**src/rtl/nlp_pkg.sv**
```systemverilog
`timescale 1ns / 1ps
`default_nettype none
package nlp_pkg;

  localparam int VALUE_WIDTH_DEF = 64;
  localparam int OUT_W           = 64;
  localparam int STATUS_W        = 3;
  localparam int PHASE_W         = 3;

  // parse phases
  localparam logic [PHASE_W-1:0] PH_START   = 3'd0;
  localparam logic [PHASE_W-1:0] PH_SIGN    = 3'd1;
  localparam logic [PHASE_W-1:0] PH_ZERO    = 3'd2;
  localparam logic [PHASE_W-1:0] PH_DIGITS  = 3'd3;
  localparam logic [PHASE_W-1:0] PH_NAN     = 3'd4;
  localparam logic [PHASE_W-1:0] PH_BADBASE = 3'd5;

  // result status
  localparam logic [STATUS_W-1:0] ST_OK    = 3'd0;
  localparam logic [STATUS_W-1:0] ST_NAN   = 3'd1;
  localparam logic [STATUS_W-1:0] ST_BASE  = 3'd2;
  localparam logic [STATUS_W-1:0] ST_NODIG = 3'd3;
  localparam logic [STATUS_W-1:0] ST_UNDER = 3'd4;
  localparam logic [STATUS_W-1:0] ST_OVER  = 3'd5;

  // radix codes
  localparam logic [1:0] RX_DEC = 2'd0;
  localparam logic [1:0] RX_HEX = 2'd1;
  localparam logic [1:0] RX_OCT = 2'd2;
  localparam logic [1:0] RX_BIN = 2'd3;

  // characters
  localparam logic [7:0] CH_MINUS = 8'h2D;
  localparam logic [7:0] CH_ZERO  = 8'h30;
  localparam logic [7:0] CH_NINE  = 8'h39;
  localparam logic [7:0] CH_UA    = 8'h41;
  localparam logic [7:0] CH_UZ    = 8'h5A;
  localparam logic [7:0] CH_LA    = 8'h61;
  localparam logic [7:0] CH_LZ    = 8'h7A;
  localparam logic [7:0] CH_X     = 8'h78;
  localparam logic [7:0] CH_D     = 8'h64;
  localparam logic [7:0] CH_I     = 8'h69;
  localparam logic [7:0] CH_O     = 8'h6F;
  localparam logic [7:0] CH_B     = 8'h62;
  localparam logic [7:0] CASE_GAP = 8'h20;
  localparam logic [7:0] LETTER_OFS_LC = 8'h57;  // 'a' - 10
  localparam logic [7:0] LETTER_OFS_UC = 8'h37;  // 'A' - 10

endpackage
`default_nettype wire

```
**src/rtl/numeric_literal_parser.sv**
```systemverilog
`timescale 1ns / 1ps
`default_nettype none
// channel  | signals                                   | direction
// ---------+-------------------------------------------+----------
// input    | in_valid, in_stall, char_code, last_char  | in
// result   | out_valid, out_stall, parsed_value,       | out
//          | parse_status                              |
//
// One character per cycle: input register, then one digit update (shift-add
// by the radix and a VALUE_WIDTH+4 bit range compare) into the parse state.
// A result is loaded into the output register in the same cycle that its
// last character leaves the input register. Synchronous reset clears the parse state and all
// valid flags. Only a waiting result with a stalled output holds back a
// last character; other characters keep flowing under output stall.
module numeric_literal_parser #(
  parameter int VALUE_WIDTH = nlp_pkg::VALUE_WIDTH_DEF
) (
  input  wire logic                          clk,
  input  wire logic                          rst,
  input  wire logic                          in_valid,
  output      logic                          in_stall,
  input  wire logic [7:0]                    char_code,
  input  wire logic                          last_char,
  output      logic                          out_valid,
  input  wire logic                          out_stall,
  output      logic signed [nlp_pkg::OUT_W-1:0] parsed_value,
  output      logic [nlp_pkg::STATUS_W-1:0]  parse_status
);

  localparam int AW = VALUE_WIDTH + 4;
  localparam logic [AW-1:0] LimPos = {{5{1'b0}}, {(VALUE_WIDTH-1){1'b1}}};
  localparam logic [AW-1:0] LimNeg = {{4{1'b0}}, 1'b1, {(VALUE_WIDTH-1){1'b0}}};
  localparam logic [VALUE_WIDTH-1:0] SatMax = {1'b0, {(VALUE_WIDTH-1){1'b1}}};
  localparam logic [VALUE_WIDTH-1:0] SatMin = {1'b1, {(VALUE_WIDTH-1){1'b0}}};

  // input register
  logic       s1_valid;
  logic [7:0] s1_char;
  logic       s1_last;

  // parse state
  logic [nlp_pkg::PHASE_W-1:0] phase, phase_next;
  logic                        negative, negative_next;
  logic [1:0]                  radix_code, radix_code_next;
  logic [VALUE_WIDTH-1:0]      magnitude, magnitude_next;
  logic                        digit_seen, digit_seen_next;
  logic                        range_error, range_error_next;
  logic                        junk_seen, junk_seen_next;

  logic out_free;
  logic s1_go;

  logic       is_dec, is_uc, is_lc, digit_ok, in_radix, do_acc;
  logic [7:0] dval;
  logic [7:0] lc;
  logic [3:0] d4;
  logic [AW-1:0] mag_ext, prod, lim;
  logic          acc_over;

  logic [VALUE_WIDTH-1:0]          val_w;
  logic [nlp_pkg::STATUS_W-1:0]    status_next;

  assign out_free = !out_valid || !out_stall;
  assign s1_go    = s1_valid && (!s1_last || out_free);
  assign in_stall = s1_valid && !s1_go;

  // character decode
  always_comb begin
    is_dec = (s1_char >= nlp_pkg::CH_ZERO) && (s1_char <= nlp_pkg::CH_NINE);
    is_uc  = (s1_char >= nlp_pkg::CH_UA) && (s1_char <= nlp_pkg::CH_UZ);
    is_lc  = (s1_char >= nlp_pkg::CH_LA) && (s1_char <= nlp_pkg::CH_LZ);
    lc     = is_uc ? s1_char + nlp_pkg::CASE_GAP : s1_char;
    digit_ok = is_dec || is_uc || is_lc;
    if (is_dec) begin
      dval = s1_char - nlp_pkg::CH_ZERO;
    end else if (is_lc) begin
      dval = s1_char - nlp_pkg::LETTER_OFS_LC;
    end else begin
      dval = s1_char - nlp_pkg::LETTER_OFS_UC;
    end
    unique case (radix_code)
      nlp_pkg::RX_DEC: in_radix = digit_ok && (dval < 8'd10);
      nlp_pkg::RX_HEX: in_radix = digit_ok && (dval < 8'd16);
      nlp_pkg::RX_OCT: in_radix = digit_ok && (dval < 8'd8);
      nlp_pkg::RX_BIN: in_radix = digit_ok && (dval < 8'd2);
      default:         in_radix = 1'b0;
    endcase
    d4 = dval[3:0];
  end

  // multiply-accumulate by the radix, checked against the signed limit
  always_comb begin
    mag_ext = {4'b0000, magnitude};
    unique case (radix_code)
      nlp_pkg::RX_DEC: prod = (mag_ext << 3) + (mag_ext << 1);
      nlp_pkg::RX_HEX: prod = mag_ext << 4;
      nlp_pkg::RX_OCT: prod = mag_ext << 3;
      nlp_pkg::RX_BIN: prod = mag_ext << 1;
      default:         prod = mag_ext;
    endcase
    prod     = prod + {{(AW-4){1'b0}}, d4};
    lim      = negative ? LimNeg : LimPos;
    acc_over = prod > lim;
  end

  always_comb begin
    phase_next       = phase;
    negative_next    = negative;
    radix_code_next  = radix_code;
    digit_seen_next  = digit_seen;
    junk_seen_next   = junk_seen;
    do_acc           = 1'b0;
    unique case (phase)
      nlp_pkg::PH_START, nlp_pkg::PH_SIGN: begin
        priority if (phase == nlp_pkg::PH_START && s1_char == nlp_pkg::CH_MINUS) begin
          negative_next = 1'b1;
          phase_next    = nlp_pkg::PH_SIGN;
        end else if (s1_char == nlp_pkg::CH_ZERO) begin
          digit_seen_next = 1'b1;
          phase_next      = nlp_pkg::PH_ZERO;
        end else if (is_dec) begin
          do_acc     = 1'b1;
          phase_next = nlp_pkg::PH_DIGITS;
        end else if (phase == nlp_pkg::PH_START) begin
          phase_next = nlp_pkg::PH_NAN;
        end else begin
          junk_seen_next = 1'b1;
          phase_next     = nlp_pkg::PH_DIGITS;
        end
      end
      nlp_pkg::PH_ZERO: begin
        phase_next = nlp_pkg::PH_DIGITS;
        priority if (is_dec) begin
          do_acc = 1'b1;
        end else if (lc == nlp_pkg::CH_X) begin
          radix_code_next = nlp_pkg::RX_HEX;
        end else if (lc == nlp_pkg::CH_D || lc == nlp_pkg::CH_I) begin
          radix_code_next = nlp_pkg::RX_DEC;
        end else if (lc == nlp_pkg::CH_O) begin
          radix_code_next = nlp_pkg::RX_OCT;
        end else if (lc == nlp_pkg::CH_B) begin
          radix_code_next = nlp_pkg::RX_BIN;
        end else begin
          phase_next = nlp_pkg::PH_BADBASE;
        end
      end
      nlp_pkg::PH_DIGITS: begin
        if (!junk_seen) begin
          if (in_radix) do_acc = 1'b1;
          else junk_seen_next = 1'b1;
        end
      end
      default: ;
    endcase

    magnitude_next   = magnitude;
    range_error_next = range_error;
    if (do_acc) begin
      digit_seen_next = 1'b1;
      if (!range_error) begin
        if (acc_over) range_error_next = 1'b1;
        else magnitude_next = prod[VALUE_WIDTH-1:0];
      end
    end
  end

  // result from the state after this character
  always_comb begin
    val_w = '0;
    priority if (phase_next == nlp_pkg::PH_NAN) begin
      status_next = nlp_pkg::ST_NAN;
    end else if (phase_next == nlp_pkg::PH_BADBASE) begin
      status_next = nlp_pkg::ST_BASE;
    end else if (!digit_seen_next) begin
      status_next = nlp_pkg::ST_NODIG;
    end else if (range_error_next) begin
      status_next = negative_next ? nlp_pkg::ST_UNDER : nlp_pkg::ST_OVER;
      val_w       = negative_next ? SatMin : SatMax;
    end else begin
      status_next = junk_seen_next ? nlp_pkg::ST_BASE : nlp_pkg::ST_OK;
      val_w       = negative_next ? -magnitude_next : magnitude_next;
    end
  end

  always_ff @(posedge clk) begin
    if (rst) begin
      s1_valid <= 1'b0;
    end else if (!in_stall) begin
      s1_valid <= in_valid;
    end
    if (!in_stall) begin
      s1_char <= char_code;
      s1_last <= last_char;
    end
  end

  always_ff @(posedge clk) begin
    if (rst || (s1_go && s1_last)) begin
      // start over for the next transaction
      phase       <= nlp_pkg::PH_START;
      negative    <= 1'b0;
      radix_code  <= nlp_pkg::RX_DEC;
      magnitude   <= '0;
      digit_seen  <= 1'b0;
      range_error <= 1'b0;
      junk_seen   <= 1'b0;
    end else if (s1_go) begin
      phase       <= phase_next;
      negative    <= negative_next;
      radix_code  <= radix_code_next;
      magnitude   <= magnitude_next;
      digit_seen  <= digit_seen_next;
      range_error <= range_error_next;
      junk_seen   <= junk_seen_next;
    end
  end

  always_ff @(posedge clk) begin
    if (rst) begin
      out_valid <= 1'b0;
    end else if (s1_go && s1_last) begin
      out_valid <= 1'b1;
    end else if (out_free) begin
      out_valid <= 1'b0;
    end
    if (s1_go && s1_last) begin
      parsed_value <= nlp_pkg::OUT_W'($signed(val_w));
      parse_status <= status_next;
    end
  end

endmodule
`default_nettype wire

```
**config.mk**
```make
export PLATFORM = sky130hd
export DESIGN_NAME = numeric_literal_parser
export DESIGN_NICKNAME = d
export VERILOG_FILES = /design/src/rtl/nlp_pkg.sv /design/src/rtl/numeric_literal_parser.sv
export SDC_FILE = /design/constraint.sdc
export NUM_CORES = 1
export LEC_CHECK = 0
export ABC_AREA = 1
export BUFFER_PORTS_ARGS = -buffer_cell sky130_fd_sc_hd__clkbuf_2
export CORE_MARGIN = 5
export CORE_UTILIZATION = 55
export CTS_CLUSTER_DIAMETER = 60
export DETAILED_ROUTE_END_ITERATION = 6
export PLACE_DENSITY = 0.81
export RECOVER_POWER = 25
export SKIP_CTS_REPAIR_TIMING = 1
export SLEW_MARGIN = 20
export SYNTH_ARGS = -nofsm -noshare
export SYNTH_HDL_FRONTEND = slang
export SYNTH_SLANG_ARGS = --single-unit
```
**constraint.sdc**
```tcl
create_clock -name clk -period 8.61 [get_ports clk]
set_input_delay 2.1525 -clock clk [delete_from_list [all_inputs] [get_ports clk]]
set_output_delay 2.1525 -clock clk [all_outputs]
set_load 0.01 [all_outputs]
```
==> results_dict.tcl <==
set metrics [dict create \
    status "complete, no violations" \
    grt_max_degree 84 \
    path_clk_slew_ps 60 \
    setup_slack_ps 623 \
    routed_wl_um 78800 \
    critPathSlowestCell "edfxtp_1" \
    avgRoutedWirePerCell_um 17.9 \
    drive_gt1_share_pct 6.60 \
    relSlewSlack_pct 39.1 \
    final_nets 4026 \
    synth_edf_count 76 \
    critPathBufInv 7 \
    clock-sinks 151 \
    path_class "reg2reg" \
    num-fill-cells 3976 \
    rows 72 \
    p_leak_nw 12.7 \
    ioPinCount 82 \
    first_iter_violations 2882 \
    async_reset_ff_share_pct 0 \
    cpMostUsedCell "nand2_1" \
    synth_seq_cells 151 \
    max_freq_mhz 125 \
    cts_buffers 17 \
    power_w 0.00257 \
    arrival_ps 8170 \
    die_w_um 207 \
    num_antenna_cells 0 \
    critical_path_depth 54 \
    synth-seq-area-share_pct 17.7 \
    die_area_um2 42800 \
    ys.flop_type "edfxtp_1" \
    min_period_ps 7990 \
    preCtsSetupSlack_ps 411 \
    worst-path-max-fanout 10 \
    hold_path.class "reg2reg" \
    ant_nets 0 \
    gp_congestion 1.11 \
    drv_cap 0 \
    grt_pass1_vias 23100 \
    cts-root-buf "clkbuf_16" \
    htreeDepth 4 \
    portBuffers 81 \
    netlist_instances 3791 \
    vdd_ir_drop_max_mv 0.150 \
    dp_hpwl_um 62900 \
    startpoint_type "flip-flop" \
    grt_pass1_wl_um 121000 \
    dp.cells 4355 \
    synth_area_per_cell_um2 5.63 \
    vias_per_cell 5.70 \
    cellPowerDensity_nw_per_um2 111 \
    clock-skew-final_ps 9.84 \
    start_util_pct 55.3 \
    grt_use_total_pct 35.7 \
    setup_viol 0 \
    netlist_area_um2 21300 \
    grt_antenna_before_repair 0 \
    cp-end-kind "flip-flop" \
    synth_nets 3950 \
    fin_crit_sh_pct 92.8 \
    critPathTopFamily "simple AND/OR/NAND/NOR gates" \
    drv_slew 0 \
    vias 25100 \
    syn2layout_area_growth_pct 8.95 \
    clock_latency_ps 460 \
    cpPeakStageDelay_ps 480 \
    yosys_warnings 0 \
    drcViolationCount 0 \
    utilization_pct 60.3 \
    worst_pin_slew_ps 914 \
    hold_viol 0 \
    clock_path_buffers 2 \
    holdPathStages 2 \
    rr_worst_depth 54 \
    cp.required_ps 8790 \
    firstDrtPassIters 7 \
    cts_tree "done" \
    coreArea_um2 38600 \
    fin_cells 4398 \
    grt.overflow.total 0 \
    yosysUniqueCellTypes 61 \
    die_y_um 207 \
]
cell type report:
cell class | instances | area, um^2 | share of cell area (%)
repair buffers | 158 | 970 | 4.17
clock inverters | 12 | 176 | 0.759
inverters | 716 | 2690 | 11.6
multi-input cells | 2823 | 14500 | 62.5
well taps | 518 | 648 | 2.79
clock buffers | 20 | 437 | 1.88
flip-flops and latches | 151 | 3780 | 16.3
state kept, by name, summed over array words and instances (netlist names):
register	flops
digit_seen	1
junk_seen	1
magnitude	64
negative	1
out_valid	1
parse_status	3
parsed_value	64
phase	3
radix_code	2
range_error	1
s1_char	8
s1_last	1
s1_valid	1
cell usage in the layout, fill, tap and decap left out, types with 5 or more instances in the layout:
cell type / Yosys / routed
a21oi_1: 228 / 227
o21bai_1: 7 / 7
nand2_1: 1255 / 1251
inv_1: 702 / 699
nand3b_1: 7 / 7
dfxtp_1: 75 / 74
o31ai_1: 5 / 5
o221ai_1: 39 / 39
xnor2_1: 13 / 11
o22ai_1: 15 / 15
o21ai_0: 162 / 161
nand4_1: 106 / 106
o211ai_1: 15 / 15
a31oi_1: 10 / 10
a221oi_1: 7 / 7
o21a_1: 6 / 6
o21ai_1: 19 / 18
or2_2: 7 / 7
nor2_1: 332 / 329
nor4_1: 7 / 5
ha_1: 144 / 143
nor2_2: 11 / 12
edfxtp_1: 76 / 76
o21ai_2: 14 / 14
buf_4: 3 / 71
nor3_2: 0 / 5
xor2_1: 48 / 45
clkbuf_2: 0 / 27
a211oi_1: 7 / 7
nand2_2: 13 / 15
nand3_1: 233 / 232
nor3_1: 47 / 41
clkbuf_16: 0 / 18
inv_2: 12 / 13
nor2_4: 15 / 17
nand3_2: 13 / 13
clkbuf_1: 59 / 57
worst register-to-register path, delay by kind of cell (launching register included):
kind	cells	cell delay (ps)
adder cells (fa/ha/maj)	5	1120
buffers and inverters	7	920
AND/OR/NAND/NOR	33	4090
XOR/XNOR	1	180
flip-flops	1	480
AO/OA/AOI/OAI	8	920
per-stage QoR:
step	TNS [ps]	hold slack (ps)	cell area, um^2
after floorplan	0	468	21300
after global placement	0	487	22400
after detailed placement	0	497	22400
after CTS	0	514	23000
after global routing	-110	548	23200
final	0	515	23200
synth_stat cells (11+ instances only):
library cell,instances,area (um^2)
clkbuf_1,59,221
buf_6,12,135
nor3_1,47,235
inv_1,702,2640
o22ai_1,15,93.8
edfxtp_1,76,2280
xor2_1,48,420
o21ai_0,162,811
ha_1,144,1800
nand4_1,106,663
nor2_2,11,68.8
nand2_1,1255,4710
o221ai_1,39,342
nor2_4,15,169
nand3_1,233,1170
nand2_2,13,81.3
nand3_2,13,130
xnor2_1,13,114
o21ai_2,14,123
dfxtp_1,75,1500
o21ai_1,19,95.1
inv_2,12,45.0
nor2_1,332,1250
a21oi_1,228,1140
o211ai_1,15,113
buf_2,18,90.1
worst paths after layout:
| kind | from | to | slack, ps |
|---|---|---|---|
| worst min register to register | digit_seen | digit_seen | 510 |
| worst max-delay path | s1_char[1] | parsed_value[48] | 620 |
| worst max register to register | s1_char[1] | parsed_value[48] | 620 |
| worst min-delay path | digit_seen | digit_seen | 510 |
layer usage:
layer | global-route usage, % | share of wire [%] | wire, um | up-vias
met1 | 43.8 | 38 | 30200 | 11100
met3 | 6.47 | 9.7 | 7670 | 345
met5 | 0 | 0 | 0 | -
met4 | 23.8 | 8.1 | 6380 | 0
li1 | - | - | - | 12300
met2 | 57.3 | 44 | 34500 | 1386
cell families after synthesis:
group | synth area share [%]
simple gates | 41.5
fa+ha+maj | 8.63
flops | 17.7
xor+xnor | 2.50
compound gates | 14.7
buf+inv | 15.0
power by group:
| part | internal, W | total [W] | switching [W] |
|---|---|---|---|
| Combinational | 0.000274 | 0.000915 | 0.000641 |
| Clock | 0.000485 | 0.000820 | 0.000335 |
| Sequential | 0.000787 | 0.000836 | 0.0000489 |
| Total | 0.00155 | 0.00257 | 0.00103 |
Note: power is estimated with default switching activity, not from simulation.
